[src/rtl/clbws_pkg.sv]
`timescale 1ns / 1ps
// ----------------------------------------------------------------------------
// clbws_pkg
// Shared types, constants and unit tables of the character LCD bus sequencer.
// ----------------------------------------------------------------------------
package clbws_pkg;

    localparam logic [1:0] CMD_INIT   = 2'd0;
    localparam logic [1:0] CMD_WRCMD  = 2'd1;
    localparam logic [1:0] CMD_WRDATA = 2'd2;
    localparam logic [1:0] CMD_CURSOR = 2'd3;

    localparam logic [1:0] REG_BUS_MODE    = 2'd0;
    localparam logic [1:0] REG_PULSE_MS    = 2'd1;
    localparam logic [1:0] REG_POWER_UP_MS = 2'd2;

    localparam logic [7:0] RST_PULSE_MS    = 8'd2;
    localparam logic [7:0] RST_POWER_UP_MS = 8'd40;

    localparam logic [7:0] FUNC_SET_8 = 8'b0011_1000;
    localparam logic [7:0] DISPLAY_ON = 8'b0000_1100;
    localparam logic [7:0] CLEAR_DISP = 8'h01;
    localparam logic [7:0] ROW1_BASE  = 8'h40;
    localparam logic [7:0] DDRAM_FLAG = 8'h80;
    localparam logic [3:0] FS_NIB_A   = 4'b0010;
    localparam logic [3:0] FS_NIB_B   = 4'b1000;

    localparam int QUEUE_DEPTH = 2;

    typedef struct packed {
        logic       bus_mode;
        logic [7:0] pulse_ms;
        logic [7:0] power_up_ms;
    } t_cfg;

    typedef struct packed {
        logic       is_init;
        logic       rs;
        logic [7:0] value;
    } t_desc;

    function automatic logic [7:0] nib_hi(input logic [3:0] nib);
        return {nib, 4'b0000};
    endfunction

    // Index of the final unit of a request
    function automatic logic [2:0] last_unit(input logic is_init, input logic mode);
        logic [2:0] res;
        if (is_init) begin
            res = mode ? 3'd6 : 3'd2;
        end else begin
            res = mode ? 3'd1 : 3'd0;
        end
        return res;
    endfunction

    // Bus value of unit k of a request
    function automatic logic [7:0] unit_bus(input t_desc d, input logic mode,
                                            input logic [2:0] k);
        logic [7:0] res;
        res = 8'h00;
        if (d.is_init && mode) begin
            case (k)
                3'd0:    res = nib_hi(FS_NIB_A);
                3'd1:    res = nib_hi(FS_NIB_A);
                3'd2:    res = nib_hi(FS_NIB_B);
                3'd3:    res = nib_hi(DISPLAY_ON[7:4]);
                3'd4:    res = nib_hi(DISPLAY_ON[3:0]);
                3'd5:    res = nib_hi(CLEAR_DISP[7:4]);
                3'd6:    res = nib_hi(CLEAR_DISP[3:0]);
                default: res = 8'h00;
            endcase
        end else if (d.is_init) begin
            case (k)
                3'd0:    res = FUNC_SET_8;
                3'd1:    res = DISPLAY_ON;
                3'd2:    res = CLEAR_DISP;
                default: res = 8'h00;
            endcase
        end else if (mode) begin
            res = (k == 3'd0) ? nib_hi(d.value[7:4]) : nib_hi(d.value[3:0]);
        end else begin
            res = d.value;
        end
        return res;
    endfunction

endpackage

[src/rtl/clbws_regs.sv]
`timescale 1ns / 1ps
// ----------------------------------------------------------------------------
// clbws_regs
// APB configuration registers: bus mode, enable pulse width, power-up wait.
// ----------------------------------------------------------------------------
module clbws_regs
    import clbws_pkg::*;
(
    input  logic        i_clk,
    input  logic        i_rst_n,
    input  logic        psel,
    input  logic        penable,
    input  logic        pwrite,
    input  logic [3:0]  paddr,
    input  logic [31:0] pwdata,
    output logic [31:0] prdata,
    output logic        pready,
    output t_cfg        o_cfg
);

    logic       r_bus_mode;
    logic [7:0] r_pulse_ms;
    logic [7:0] r_power_up_ms;
    logic       wr_en;

    assign pready = 1'b1;
    assign wr_en  = psel & penable & pwrite;

    always_ff @(posedge i_clk) begin
        if (!i_rst_n) begin
            r_bus_mode    <= 1'b0;
            r_pulse_ms    <= RST_PULSE_MS;
            r_power_up_ms <= RST_POWER_UP_MS;
        end else if (wr_en) begin
            case (paddr[3:2])
                REG_BUS_MODE:    r_bus_mode    <= pwdata[0];
                REG_PULSE_MS:    r_pulse_ms    <= pwdata[7:0];
                REG_POWER_UP_MS: r_power_up_ms <= pwdata[7:0];
                default: ;
            endcase
        end
    end

    always_comb begin
        case (paddr[3:2])
            REG_BUS_MODE:    prdata = {31'd0, r_bus_mode};
            REG_PULSE_MS:    prdata = {24'd0, r_pulse_ms};
            REG_POWER_UP_MS: prdata = {24'd0, r_power_up_ms};
            default:         prdata = 32'd0;
        endcase
    end

    assign o_cfg = '{bus_mode: r_bus_mode, pulse_ms: r_pulse_ms,
                     power_up_ms: r_power_up_ms};

endmodule

[src/rtl/clbws_front.sv]
`timescale 1ns / 1ps
// ----------------------------------------------------------------------------
// clbws_front
// Request intake: accepts a transaction and classifies it into a descriptor.
// ----------------------------------------------------------------------------
module clbws_front
    import clbws_pkg::*;
(
    input  logic       i_start,
    input  logic       i_full,
    input  logic [1:0] i_cmd,
    input  logic [7:0] i_byte_value,
    input  logic [5:0] i_column,
    input  logic       i_row,
    output logic       o_push,
    output t_desc      o_desc
);

    logic [7:0] addr;

    assign o_push = i_start & ~i_full;
    assign addr   = (i_row ? ROW1_BASE : 8'h00) + {2'b00, i_column};

    always_comb begin
        o_desc = '{is_init: 1'b0, rs: 1'b0, value: i_byte_value};
        case (i_cmd)
            CMD_INIT:   o_desc.is_init = 1'b1;
            CMD_WRCMD:  o_desc.rs = 1'b0;
            CMD_WRDATA: o_desc.rs = 1'b1;
            CMD_CURSOR: o_desc.value = addr | DDRAM_FLAG;
            default:    o_desc.rs = 1'b0;
        endcase
    end

endmodule

[src/rtl/clbws_queue.sv]
`timescale 1ns / 1ps
// ----------------------------------------------------------------------------
// clbws_queue
// Two-entry descriptor queue between request intake and the pin sequencer.
// ----------------------------------------------------------------------------
module clbws_queue
    import clbws_pkg::*;
(
    input  logic  i_clk,
    input  logic  i_rst_n,
    input  logic  i_push,
    input  t_desc i_desc,
    input  logic  i_pop,
    output logic  o_full,
    output logic  o_valid,
    output t_desc o_head
);

    localparam int PW = $clog2(QUEUE_DEPTH);
    localparam logic [PW:0] FULL_CNT = (PW+1)'(QUEUE_DEPTH);

    t_desc         r_entry [QUEUE_DEPTH];
    logic [PW-1:0] r_wr_ptr;
    logic [PW-1:0] r_rd_ptr;
    logic [PW:0]   r_count;
    logic          do_pop;

    assign o_full  = (r_count == FULL_CNT);
    assign o_valid = (r_count != '0);
    assign o_head  = r_entry[r_rd_ptr];
    assign do_pop  = i_pop & o_valid;

    always_ff @(posedge i_clk) begin
        if (i_push) begin
            r_entry[r_wr_ptr] <= i_desc;
        end
    end

    always_ff @(posedge i_clk) begin
        if (!i_rst_n) begin
            r_wr_ptr <= '0;
            r_rd_ptr <= '0;
            r_count  <= '0;
        end else begin
            if (i_push) begin
                r_wr_ptr <= r_wr_ptr + PW'(1);
            end
            if (do_pop) begin
                r_rd_ptr <= r_rd_ptr + PW'(1);
            end
            r_count <= r_count + (PW+1)'(i_push) - (PW+1)'(do_pop);
        end
    end

`ifndef SYNTHESIS
    a_no_overflow: assert property (@(posedge i_clk) disable iff (!i_rst_n)
        o_full |-> !i_push)
        else $error("queue written while full");
    a_count_bound: assert property (@(posedge i_clk) disable iff (!i_rst_n)
        r_count <= FULL_CNT)
        else $error("queue count out of range");
    a_push_grows: assert property (@(posedge i_clk) disable iff (!i_rst_n)
        (i_push && !do_pop) |=> (r_count == $past(r_count) + (PW+1)'(1)))
        else $error("queue count did not follow push");
`endif

endmodule

[src/rtl/clbws_back.sv]
`timescale 1ns / 1ps
// ----------------------------------------------------------------------------
// clbws_back
// Pin sequencer: expands descriptors into setup, strobe and release states, after a power-up wait state for init.
// ----------------------------------------------------------------------------
module clbws_back
    import clbws_pkg::*;
(
    input  logic       i_clk,
    input  logic       i_rst_n,
    input  t_cfg       i_cfg,
    input  logic       i_valid,
    input  t_desc      i_head,
    output logic       o_pop,
    output logic       o_strobe,
    output logic       o_reg_select,
    output logic       o_read_write,
    output logic       o_enable,
    output logic [7:0] o_bus,
    output logic [7:0] o_hold_ms,
    output logic       o_last
);

    typedef enum logic [1:0] {
        S_IDLE,
        S_WAIT,
        S_UNIT
    } t_state;

    localparam logic [1:0] PH_SETUP   = 2'd0;
    localparam logic [1:0] PH_STROBE  = 2'd1;
    localparam logic [1:0] PH_RELEASE = 2'd2;

    t_state     r_state, n_state;
    t_desc      r_desc, n_desc;
    logic [2:0] r_unit, n_unit;
    logic [1:0] r_phase, n_phase;
    logic       r_strobe, n_strobe;
    logic       r_rs, n_rs;
    logic       r_en, n_en;
    logic [7:0] r_bus, n_bus;
    logic [7:0] r_hold, n_hold;
    logic       r_last, n_last;
    logic       end_item;

    assign end_item = (r_state == S_UNIT) && (r_phase == PH_RELEASE) &&
                      (r_unit == last_unit(r_desc.is_init, i_cfg.bus_mode));
    assign o_pop    = i_valid && ((r_state == S_IDLE) || end_item);

    always_comb begin
        n_state  = r_state;
        n_desc   = r_desc;
        n_unit   = r_unit;
        n_phase  = r_phase;
        n_strobe = (r_state != S_IDLE);
        n_rs     = 1'b0;
        n_en     = 1'b0;
        n_bus    = 8'h00;
        n_hold   = 8'h00;
        n_last   = 1'b0;

        case (r_state)
            S_WAIT: begin
                n_hold = i_cfg.power_up_ms;
            end
            S_UNIT: begin
                n_rs   = r_desc.rs;
                n_en   = (r_phase == PH_STROBE);
                n_bus  = unit_bus(r_desc, i_cfg.bus_mode, r_unit);
                n_hold = (r_phase == PH_STROBE) ? i_cfg.pulse_ms : 8'h00;
                n_last = end_item;
            end
            default: ;
        endcase

        // advance
        case (r_state)
            S_WAIT: begin
                n_state = S_UNIT;
                n_unit  = 3'd0;
                n_phase = PH_SETUP;
            end
            S_UNIT: begin
                if (end_item) begin
                    n_state = S_IDLE;
                end else if (r_phase == PH_RELEASE) begin
                    n_unit  = r_unit + 3'd1;
                    n_phase = PH_SETUP;
                end else begin
                    n_phase = r_phase + 2'd1;
                end
            end
            default: ;
        endcase

        if (o_pop) begin
            n_desc  = i_head;
            n_state = i_head.is_init ? S_WAIT : S_UNIT;
            n_unit  = 3'd0;
            n_phase = PH_SETUP;
        end
    end

    always_ff @(posedge i_clk) begin
        if (!i_rst_n) begin
            r_state  <= S_IDLE;
            r_strobe <= 1'b0;
        end else begin
            r_state  <= n_state;
            r_strobe <= n_strobe;
            r_desc   <= n_desc;
            r_unit   <= n_unit;
            r_phase  <= n_phase;
            r_rs     <= n_rs;
            r_en     <= n_en;
            r_bus    <= n_bus;
            r_hold   <= n_hold;
            r_last   <= n_last;
        end
    end

    assign o_strobe     = r_strobe;
    assign o_reg_select = r_rs;
    assign o_read_write = 1'b0;
    assign o_enable     = r_en;
    assign o_bus        = r_bus;
    assign o_hold_ms    = r_hold;
    assign o_last       = r_last;

`ifndef SYNTHESIS
    a_last_strobed: assert property (@(posedge i_clk) disable iff (!i_rst_n)
        o_last |-> o_strobe)
        else $error("last flag without a pin state");
    a_idle_silent: assert property (@(posedge i_clk) disable iff (!i_rst_n)
        (r_state == S_IDLE) |=> !o_strobe)
        else $error("pin state emitted from idle");
    a_pulse_hold: assert property (@(posedge i_clk) disable iff (!i_rst_n)
        (o_strobe && o_enable) |-> (o_hold_ms == i_cfg.pulse_ms && !o_last))
        else $error("enable pulse with wrong hold or marked last");
    a_wait_state: assert property (@(posedge i_clk) disable iff (!i_rst_n)
        (r_state == S_WAIT) |=> (o_strobe && o_bus == 8'h00 && !o_enable))
        else $error("power-up wait state drove the bus");
`endif

endmodule

[src/rtl/char_lcd_bus_write_sequencer.sv]
`timescale 1ns / 1ps
// A taken transaction waits in the queue until the pin sequencer is free; it is then
// popped into the sequencer's state, which drives the registered pin outputs.
// One pin state per cycle: setup, strobe and release per bus unit; init adds a wait first.
// A two-entry queue lets transactions follow with no gap; busy is high while it is full.
// Reset (synchronous, active low) empties the queue and loads 0, 2 and 40 into the registers.
// ----------------------------------------------------------------------------
// char_lcd_bus_write_sequencer
// Character LCD parallel-bus write sequencer with APB configuration.
// ----------------------------------------------------------------------------
module char_lcd_bus_write_sequencer
    import clbws_pkg::*;
(
    input  logic        i_clk,
    input  logic        i_rst_n,
    input  logic        psel,
    input  logic        penable,
    input  logic        pwrite,
    input  logic [3:0]  paddr,
    input  logic [31:0] pwdata,
    output logic [31:0] prdata,
    output logic        pready,
    input  logic        start,
    output logic        busy,
    input  logic [1:0]  i_cmd,
    input  logic [7:0]  i_byte_value,
    input  logic [5:0]  i_column,
    input  logic        i_row,
    output logic        o_strobe,
    output logic        o_reg_select,
    output logic        o_read_write,
    output logic        o_enable,
    output logic [7:0]  o_bus,
    output logic [7:0]  o_hold_ms,
    output logic        o_last
);

    t_cfg  cfg;
    t_desc push_desc;
    t_desc head_desc;
    logic  push;
    logic  pop;
    logic  full;
    logic  head_valid;

    assign busy = full;

    clbws_regs u_regs (
        .i_clk   (i_clk),
        .i_rst_n (i_rst_n),
        .psel    (psel),
        .penable (penable),
        .pwrite  (pwrite),
        .paddr   (paddr),
        .pwdata  (pwdata),
        .prdata  (prdata),
        .pready  (pready),
        .o_cfg   (cfg)
    );

    clbws_front u_front (
        .i_start      (start),
        .i_full       (full),
        .i_cmd        (i_cmd),
        .i_byte_value (i_byte_value),
        .i_column     (i_column),
        .i_row        (i_row),
        .o_push       (push),
        .o_desc       (push_desc)
    );

    clbws_queue u_queue (
        .i_clk   (i_clk),
        .i_rst_n (i_rst_n),
        .i_push  (push),
        .i_desc  (push_desc),
        .i_pop   (pop),
        .o_full  (full),
        .o_valid (head_valid),
        .o_head  (head_desc)
    );

    clbws_back u_back (
        .i_clk        (i_clk),
        .i_rst_n      (i_rst_n),
        .i_cfg        (cfg),
        .i_valid      (head_valid),
        .i_head       (head_desc),
        .o_pop        (pop),
        .o_strobe     (o_strobe),
        .o_reg_select (o_reg_select),
        .o_read_write (o_read_write),
        .o_enable     (o_enable),
        .o_bus        (o_bus),
        .o_hold_ms    (o_hold_ms),
        .o_last       (o_last)
    );

endmodule

[config.mk]
export PLATFORM = sky130hd
export DESIGN_NAME = char_lcd_bus_write_sequencer
export DESIGN_NICKNAME = d
export VERILOG_FILES = /design/src/rtl/clbws_pkg.sv /design/src/rtl/clbws_regs.sv /design/src/rtl/clbws_front.sv /design/src/rtl/clbws_queue.sv /design/src/rtl/clbws_back.sv /design/src/rtl/char_lcd_bus_write_sequencer.sv
export SDC_FILE = /design/constraint.sdc
export NUM_CORES = 1
export LEC_CHECK = 0
export ABC_CLOCK_PERIOD_IN_PS = 3000
export BUFFER_PORTS_ARGS = -buffer_cell sky130_fd_sc_hd__buf_2
export CORE_ASPECT_RATIO = 1.4
export CORE_MARGIN = 2
export CORE_UTILIZATION = 52
export CTS_CLUSTER_SIZE = 10
export DETAILED_ROUTE_END_ITERATION = 12
export GPL_TIMING_DRIVEN = 0
export PLACE_DENSITY = 0.8
export REMOVE_ABC_BUFFERS = 1
export SLEW_MARGIN = 5
export SYNTH_ARGS = -nofsm -noshare
export SYNTH_HDL_FRONTEND = slang
export SYNTH_HIERARCHICAL = 1
export SYNTH_SLANG_ARGS = --single-unit
[constraint.sdc]
create_clock -name i_clk -period 3 [get_ports i_clk]
set_clock_uncertainty 0.2 [all_clocks]
set_input_delay 0 -clock i_clk [delete_from_list [all_inputs] [get_ports i_clk]]
set_output_delay 0 -clock i_clk [all_outputs]
set_load 0.02 [all_outputs]
==> metrics.txt, run 1 <==
vias in the first global route 2568; Worst EP required 3.07 ns; Leakage roughly 2.0 nW; crit start category flop; Cell Count Post-Placement roughly 470; # DRC 0; Highest Clock Rate between 300 and 400 MHz; CP Class reg -> reg; Post-synth EDFFs 54; R2R setup slack 0.23 ns; Final Instance Area roughly 4800 sq um; fin util 0.641; reg2reg start u_back/r_desc[9]; crit path capture type flop; total power between 3 and 4 mW; 1st-iter DRT viols 210; WHS Endpoint u_regs/r_power_up_ms[3]; critical path arrival ~2.8 ns; fin crit period approximately 2.8 ns; DR vias 2672; Worst Path Max Fanout 17; initial core utilization 0.540; dpl hpwl roughly 4.8 mm; GP Congestion ~0.81; synth unique cells 57; first-pass GRT wire length approximately 12 mm; Clock Latency Late Sink 0.34 ns; M1 WL 3.04 mm; dpl ws around 0.27 ns; Yosys reg bits roughly 80; area delta synth->final 18.8%; global route overflow 0; Main synth FF type edfxtp_1; antenna violations before repair 0; Sum Neg Setup Slack 0 ns; via density per instance between 5 and 6; Max-slew headroom 0.307; Peak VDD IR about 0.42 mV; DR WL/cell around 14 um; CTS tree done; Placed Area roughly 4200 sq um; Ports roughly 110; Tightest Hold Check Type in -> reg; drt total wl 7.55 mm; antenna-violating nets left 0; power per cell area roughly 660 nW/um^2; register area share after synthesis 0.530; layout cells sized above 1 0.225; WHS Path Cells 2; Max-Cap Viols 0; CTS buffer count 9; measured slew at the worst slew-check pin approximately 1.0 ns; final hold viol count 0; HP Start i_rst_n; largest net degree at the start of global routing 57; capturing point of the worst reg2reg path u_queue/r_count[1]; Hold WS 0.163 ns; die width slightly below 80 um; status finished clean; RSZ-0062 raised after global routing false; final worst setup slack between 0.2 and 0.25 ns; Netlist Area Pre-Place about 4000 sq um; Post-synth ARST share 0; core area ~7400 sq um; Syn. warnings 6; Die ar. 8420 sq um; Mean Syn Cell Area approximately 12 sq um; Syn Inst Count 334; Post-Layout Cell Count ~520; All-Layer GR Usage 0.187; Slew Viols, Final 0; maximum clock insertion buffer count 2; Root Driver clkbuf_8; # setup viols final 0; metal2 WL between 3 and 4 mm; period utilisation layout 0.923; H-tree depth 3; wire length on met3 about 330 um; clk slew on worst S/H paths 0.08 ns; port buffer count 61; Post-layout nets approximately 490; clock sinks 79; num rows 37; Worst R2R Path Depth 11; First-pass DRT Iterations 4; Die H about 110 um; top sig layer met4
[kinds of logic (layout without fill, tap and decap cells)]
kind of cell	Yosys count	in the layout	share of synthesized area
simple gates	94	94	0.134
flops	79	79	0.530
buf+inv	58	127	0.0888
compound gates	45	45	0.0895
mux	41	41	0.110
fa+ha+maj	11	11	0.0344
other cells	3	27	0.00281
xor+xnor	3	3	0.0100
[cell type report]
type | instances | area, sq um
fill | 606 | 2660
antenna | 1 | 2.50
sequential | 79 | 2120
inverter | 15 | 56.3
tap | 97 | 121
timing repair buffer | 96 | 656
clock inverter | 3 | 45.0
multi-input combinational | 220 | 1610
clock buffer | 13 | 139
[worst max path at each step]
| stage | from | cells past startpoint | slack [ns] | end |
|---|---|---|---|---|
| detailed placement | u_back/r_desc[9] | 11 | 0.27 | u_queue/r_count[1] |
| finish | u_back/r_desc[9] | 11 | 0.23 | u_queue/r_count[1] |
| global placement | u_back/r_unit[2] | 11 | 0.39 | u_queue/r_count[1] |
| global route | u_back/r_desc[9] | 11 | 0.03 | u_queue/r_count[1] |
| floorplan | u_back/r_unit[2] | 11 | 0.54 | u_queue/r_count[1] |
| CTS | u_back/r_state[0] | 12 | 0.24 | u_queue/r_count[1] |
[power breakdown]
group	total (mW)	internal, mW	switching (mW)
Combinational	0.875	0.394	0.481
Sequential	1.51	1.38	0.132
Clock	0.746	0.386	0.360
[state kept, by name, indices dropped and copies added, names as in the netlist, named ones only]
name and cells:
u_queue/r_entry 20, u_back/r_desc 10, u_back/o_bus 8, u_back/o_hold_ms 8, u_regs/r_power_up_ms 8, u_regs/r_pulse_ms 8, u_back/r_unit 3, u_back/r_phase 2
u_back/r_state 2, u_queue/r_count 2, u_back/o_enable 1, u_back/o_last 1, u_back/o_reg_select 1, u_back/o_strobe 1, u_queue/r_rd_ptr 1, u_queue/r_wr_ptr 1
u_regs/r_bus_mode 1
[Yosys cell counts, types with 7 or more instances]
cell / instances / area, sq um
a22o_1: 7 / 61.3
a22oi_1: 8 / 60.1
buf_4: 29 / 218
dfxtp_1: 25 / 500
edfxtp_1: 54 / 1620
ha_1: 11 / 138
inv_1: 14 / 52.6
mux2_1: 10 / 113
mux2_2: 7 / 78.8
mux2i_1: 22 / 220
nand2_1: 29 / 109
nor2_1: 10 / 37.5
nor2b_1: 18 / 113
[routing by layer]
metal / global-route usage / vias up
li1: - / 1304
met1: 0.217 / 1253
met2: 0.321 / 94
met3: 0.0419 / 21
met4: 0.0965 / 0
met5: 0 / -
[cell usage in the layout, fill, tap and decap left out, drive strengths merged, types with 2 or more instances in the layout]
master       synthesis  routed
a21oi                6       6
a22o                 7       7
a22oi                8       8
and2                 8       8
and3                 2       2
buf                 38      61
clkbuf               5      13
clkinvlp             0       2
conb                 3      26
dfxtp               25      25
dlygate4sd3          0      35
edfxtp              54      54
ha                  11      11
inv                 15      15
mux2                19      19
mux2i               22      22
nand2               31      31
nand2b               7       7
nand3                5       5
nand3b               5       5
nor2                10      10
nor2b               19      19
nor3                 2       2
o211a                2       2
o211ai               6       6
o21a                 2       2
o21ai                5       5
[timing repair]
action                                  in CTS  in global routing
resized for setup                            0                  0
endpoints found under the setup margin       0                  0
hold buffers                                35                  0
buffers inserted                             0                  0
hold endpoints to repair                    38                  0
[worst max-delay path: stages, from the launching register on]
cell and delay, ns:
edfxtp_1 0.72, nand3b_1 0.17, o2bb2ai_2 0.25, o21bai_4 0.12, a21bo_4 0.24, inv_2 0.05
o21a_2 0.16, ha_1 0.23, inv_1 0.06, ha_1 0.15, xnor3_1 0.22, nor2b_1 0.12
(Power assumes the default switching activity.)
==> run 2, diff against run 1 <==
CORE_ASPECT_RATIO = 0.7   (was 1.4)
==> run 2 against run 1 <==
Effect of this change:
- sequential share of layout area is essentially flat
- wire length grew 2.1%
- combinational power grew 2%
- critical path depth is the same
- worst setup slack gained 0.010 ns
- highest routed layer unchanged
==> metrics.txt, run 2 (synthesis results as in run 1) <==
status finished clean (unchanged); dpl ws 0.241 ns (was 0.274 ns); area delta synth->final 18.7% (was 18.8%); First-pass DRT Iterations 4 (unchanged); clock sinks 79 (unchanged); Leakage 1.96 nW (was 1.95 nW); Sum Neg Setup Slack 0 ns (unchanged); Worst EP required 3.10 ns (was 3.07 ns); Die H 77.4 um (was 108 um); capturing point of the worst reg2reg path u_queue/r_count[1] (unchanged); maximum clock insertion buffer count 2 (unchanged); filler cell count 559 (was 606); All-Layer GR Usage 0.192 (was 0.187); 1st-iter DRT viols 98 (was 210); Pint 2.23 mW (was 2.16 mW); GP Congestion 0.807 (was 0.813); layout cells sized above 1 0.232 (was 0.225); num rows 26 (was 37); core area 7380 sq um (was 7410 sq um); CTS tree done (unchanged); max FFs per register 20 (unchanged); Slew Viols, Final 0 (unchanged); Post-layout nets 488 (was 491); period utilisation layout 0.920 (was 0.923); vias in the first global route 2589 (was 2568); Worst R2R Path Depth 11 (unchanged); switching part of the total power 0.310 (was 0.311); DR vias 2626 (was 2672); measured slew at the worst slew-check pin 1.09 ns (was 1.04 ns); crit path capture type flop (unchanged); Highest Clock Rate 362 MHz (was 361 MHz); initial core utilization 0.542 (was 0.540); Post-Layout Cell Count 521 (was 524); Clock Latency Late Sink 0.36 ns (was 0.34 ns); Sw Pwr 1.00 mW (was 973 uW); Tightest Hold Check Type in -> reg (unchanged); CTS buffer count 9 (unchanged); clk slew on worst S/H paths 0.08 ns (about the same); fin util 0.643 (was 0.641); part of the power in registers 0.466 (was 0.482); first-pass GRT wire length 12.3 mm (was 12.1 mm); final hold viol count 0 (unchanged); top flop regs u_queue/r_entry (20), u_back/r_desc (10) (unchanged); antenna-violating nets left 0 (unchanged); most frequent cells in the layout buf_2, edfxtp_1, dlygate4sd3_1, nand2_1, conb_1 (unchanged); drt total wl 7.71 mm (was 7.55 mm); port buffer count 61 (unchanged); global route overflow 0 (unchanged); sequential cell area 2120 sq um (unchanged); via density per instance 5.04 (was 5.10); H-tree depth 3 (unchanged); clock share of power 0.259 (was 0.238); reg2reg start u_regs/r_bus_mode (was u_back/r_desc[9]); RSZ-0062 raised after global routing false (unchanged); final worst setup slack 0.241 ns (was 0.231 ns); Ports 114 (unchanged); dpl hpwl 5.03 mm (was 4.75 mm); # DRC 0 (unchanged); Die ar. 8420 sq um (about the same); power per cell area 681 nW/um^2 (was 659 nW/um^2); DR WL/cell 14.8 um (was 14.4 um); Max-slew headroom 0.272 (was 0.307); CP startpoint u_regs/r_bus_mode (was u_back/r_desc[9]); n_diodes 0 (was 1); die width 109 um (was 78.1 um); antenna violations before repair 0 (unchanged); Reg with most FFs u_queue/r_entry (unchanged); Max-Cap Viols 0 (unchanged); largest net degree at the start of global routing 57 (unchanged); Peak VDD IR 0.278 mV (was 0.416 mV); most common cell after layout, fill and taps aside buf_2 (unchanged); fin crit period 2.76 ns (was 2.77 ns); Hold WS 0.0469 ns (was 0.163 ns); Root Driver clkbuf_8 (unchanged); CP endpoint u_queue/r_count[1] (unchanged); Cell Count Post-Placement 473 (was 472); # Post-CTS Setup Buffers 0 (unchanged); critical path arrival 2.86 ns (was 2.84 ns); Worst Path Max Fanout 14 (was 17); CP Class reg -> reg (unchanged); # setup viols final 0 (unchanged); crit start category flop (unchanged); Multi-input gate area 1610 sq um (unchanged); combinational group share of total power 0.275 (was 0.280); R2R setup slack 0.24 ns (was 0.23 ns)
## run 2: worst max-delay path, stage by stage (launching register included)
cell and delay (ns):
dfxtp_1 0.72, xor2_1 0.17, o2bb2ai_2 0.27, o21bai_4 0.12
a21bo_4 0.24, inv_2 0.05, o21a_2 0.17, ha_1 0.23
inv_1 0.06, ha_1 0.15, xnor3_1 0.20, nor2b_1 0.11
## run 2: power by group through the flow
stage	clock network (mW)	logic (mW)	registers (mW)
finish	0.837	0.889	1.51
global route	0.893	0.981	1.53
CTS	0.855	0.884	1.51
detailed placement	0	0.844	1.53
global placement	0	0.808	1.52
floorplan	0	0.593	1.54
## run 2: per-stage QoR
| step | instance area [sq um] | total power [mW] |
|---|---|---|
| after floorplan | 3790 | 2.13 |
| after global placement | 4220 | 2.33 |
| after detailed placement | 4220 | 2.38 |
| after CTS | 4750 | 3.25 |
| after global routing | 4750 | 3.40 |
| final | 4750 | 3.23 |
## run 2: repair_timing
| item | CTS | global route |
|---|---|---|
| gates resized for setup | 0 | 0 |
| setup endpoints to repair | 0 | 0 |
| hold endpoints to repair | 38 | 0 |
| hold buffers | 32 | 0 |
## run 2: worst min path at each step
stage / start / end / cells past startpoint
3_3_place_gp: pwdata[1] / u_regs/r_pulse_ms[1] / 3
3_5_place_dp: pwdata[3] / u_regs/r_pulse_ms[3] / 3
2_1_floorplan: i_rst_n / u_regs/r_power_up_ms[3] / 1
4_1_cts: paddr[3] / u_regs/r_pulse_ms[2] / 4
6_report: paddr[3] / u_regs/r_pulse_ms[2] / 4
5_1_grt: paddr[3] / u_regs/r_pulse_ms[5] / 4
## run 2: routing by layer
layer  global-route usage  routed length (um)  up-vias
li1                     -                   -     1291
met1                0.241                3380     1234
met2                0.313                3760       87
met3               0.0563                 433       14
met4               0.0795                 135        0
met5                    0                   0        -
## run 2: layout make-up
type / count / share of cell area
clock inverters: 7 / 0.0185
flip-flops and latches: 79 / 0.447
multi-input cells: 220 / 0.339
clock buffers: 9 / 0.0261
inverters: 15 / 0.0119
well taps: 98 / 0.0258
repair buffers: 93 / 0.132
==> run 3, diff against run 2 <==
ABC_CLOCK_PERIOD_IN_PS = 2700   (was 3000)
clock period = 2.7 ns   (was 3 ns; I/O delays follow)
==> run 3 against run 2 <==
Effect of this change:
- non-clock buffer count increased by 9
- global-route usage is 0.25 points higher
- first-iteration DRC count grew 40%
- register-to-register slack worse by 0.08 ns
- via count grew 1.6%
- cell count rose by 1.7%
- maximum frequency rose by 8.7%
- die area unchanged
- total power grew 14%
- wire length increased by 3.1%
- sequential power rose by 9%
- sequential share of layout area decreased by 0.70 points
- largest power group unchanged
- highest routed layer unchanged
==> metrics.txt, run 3 (synthesis results as in run 1) <==
filler cell count 543 (was 559); crit-path cells inv_1, ha_1, nand2_1, o21bai_4, a21bo_4, inv_2, o21a_2, ha_1, inv_1, ha_1, xnor3_1, nor2b_1 (was xor2_1, o2bb2ai_2, o21bai_4, a21bo_4, inv_2, o21a_2, ha_1, inv_1, ha_1, xnor3_1, nor2b_1); Max-slew headroom 0.289 (was 0.272); layout cells sized above 1 0.252 (was 0.232); Pint 2.53 mW (was 2.23 mW); combinational group share of total power 0.298 (was 0.275); crit path capture type flop (unchanged); vias in the first global route 2622 (was 2589); Leakage 2.00 nW (was 1.96 nW); Peak VDD IR 0.309 mV (was 0.278 mV); # setup viols final 0 (unchanged); total power 3.68 mW (was 3.23 mW); top flop regs u_queue/r_entry (20), u_back/r_desc (10) (unchanged); fin crit period 2.54 ns (was 2.76 ns); antenna-violating nets left 0 (unchanged); CTS buffer count 9 (unchanged); Worst EP required 2.80 ns (was 3.10 ns); Max-Cap Viols 0 (unchanged); 1st-iter DRT viols 137 (was 98); initial core utilization 0.542 (unchanged); Highest Clock Rate 394 MHz (was 362 MHz); measured slew at the worst slew-check pin 1.07 ns (was 1.09 ns); Ports 114 (unchanged); Clock Latency Late Sink 0.36 ns (about the same); Root Driver clkbuf_8 (unchanged); largest net degree at the start of global routing 57 (unchanged); DR WL/cell 15.0 um (was 14.8 um); drt total wl 7.95 mm (was 7.71 mm); M1 WL 3.39 mm (was 3.38 mm); # DRC 0 (unchanged); maximum clock insertion buffer count 2 (unchanged); top sig layer met4 (unchanged); power per cell area 762 nW/um^2 (was 681 nW/um^2); CP max stage delay 0.44 ns (was 0.72 ns); status finished clean (unchanged); first-pass GRT wire length 12.4 mm (was 12.3 mm); Sw Pwr 1.15 mW (was 1.00 mW); area delta synth->final 20.8% (was 18.7%); dpl hpwl 5.03 mm (unchanged); Tightest Hold Check Type in -> reg (unchanged); global route overflow 0 (unchanged); Placed Area 4220 sq um (unchanged); Die H 77.4 um (unchanged); GP Congestion 0.807 (unchanged); metal2 WL 3.88 mm (was 3.76 mm); Reg with most FFs u_queue/r_entry (unchanged); CP Class reg -> reg (unchanged); H-tree depth 3 (unchanged); First-pass DRT Iterations 4 (unchanged); Die ar. 8420 sq um (unchanged); clk slew on worst S/H paths 0.08 ns (about the same); Final Instance Area 4830 sq um (was 4750 sq um); max FFs per register 20 (unchanged); CTS tree done (unchanged); Worst Path Max Fanout 5 (was 14); Post-layout nets 497 (was 488); critical path arrival 2.64 ns (was 2.86 ns); period utilisation layout 0.940 (was 0.920); most frequent cells in the layout buf_2, edfxtp_1, dlygate4sd3_1, nand2_1, conb_1 (unchanged); crit start category flop (unchanged); Worst path slowest cell edfxtp_1 (was dfxtp_1); clock share of power 0.255 (was 0.259); antenna violations before repair 0 (unchanged); num rows 26 (unchanged); RSZ-0062 raised after global routing false (unchanged); port buffer count 61 (unchanged); clock sinks 79 (unchanged); final hold viol count 0 (unchanged); via density per instance 5.03 (was 5.04); wire length on met3 548 um (was 433 um); Slew Viols, Final 0 (unchanged); Hold WS 0.0393 ns (was 0.0469 ns); n_diodes 0 (unchanged); die width 109 um (unchanged); part of the power in registers 0.447 (was 0.466); Most common cell on crit path ha_1 (unchanged); most common cell after layout, fill and taps aside buf_2 (unchanged); switching part of the total power 0.312 (was 0.310); All-Layer GR Usage 0.195 (was 0.192); DR vias 2668 (was 2626); core area 7380 sq um (unchanged); fin util 0.654 (was 0.643)
[run 3: cell count changes in the layout (fill, tap and decap cells not counted)]
| cell | before | now |
|---|---|---|
| buf_4 | 0 | 9 |
| dfxtp_1 | 25 | 24 |
| dfxtp_4 | 0 | 1 |
| ha_1 | 11 | 10 |
| ha_4 | 0 | 1 |
[run 3: worst paths after layout]
check / endpoint / slack [ns] / cells after the start / start
worst min register to register: u_regs/r_pulse_ms[7] / 0.28 / 2 / u_regs/r_pulse_ms[7]
worst max register to register: u_queue/r_count[1] / 0.16 / 12 / u_back/r_phase[0]
worst min-delay path: u_regs/r_pulse_ms[0] / 0.04 / 4 / paddr[3]
worst max-delay path: u_queue/r_count[1] / 0.16 / 12 / u_back/r_phase[0]
[run 3: layer usage]
| metal | GRT usage | vias up |
|---|---|---|
| li1 | - | 1306 |
| met5 | 0 | - |
| met2 | 0.319 | 109 |
| met1 | 0.240 | 1244 |
| met4 | 0.0885 | 0 |
| met3 | 0.0555 | 9 |
[run 3: area by class of cell]
type	instances	area (sq um)	share of cell area
clock buffer	9	124	0.0256
clock inverter	7	87.6	0.0181
inverter	15	56.3	0.0117
multi-input combinational	220	1620	0.336
sequential	79	2130	0.440
tap	98	123	0.0254
timing repair buffer	102	693	0.143
[run 3: repair_timing]
item | CTS | global route
pin swaps | 0 | 2
resized for setup | 2 | 2
hold buffers | 32 | 0
setup buffers | 3 | 6
hold endpoints to repair | 38 | 0
setup endpoints to repair | 2 | 1
[run 3: per-stage QoR]
stage,TNS (ns),setup WS [ns],instances
floorplan,0,0.237,314
global placement,0,0.0691,473
detailed placement,-0.0588,-0.0588,473
CTS,0,0.0998,524
global route,0,0.00246,530
finish,0,0.162,530
[run 3: critical path: cells and delay by family, from the launching register on]
family / cells / cell delay, ns
fa+ha+maj: 3 / 0.60
buf+inv: 3 / 0.20
flops: 1 / 0.44
compound gates: 3 / 0.63
xor+xnor: 1 / 0.20
simple gates: 2 / 0.21
[run 3: power groups by stage]
| stage | clock (mW) | combinational (mW) | sequential, mW |
|---|---|---|---|
| 2_1_floorplan | 0 | 0.659 | 1.71 |
| 3_3_place_gp | 0 | 0.898 | 1.69 |
| 3_5_place_dp | 0 | 0.938 | 1.70 |
| 4_1_cts | 0.950 | 1.03 | 1.65 |
| 5_1_grt | 0.991 | 1.20 | 1.66 |
| 6_report | 0.939 | 1.10 | 1.64 |
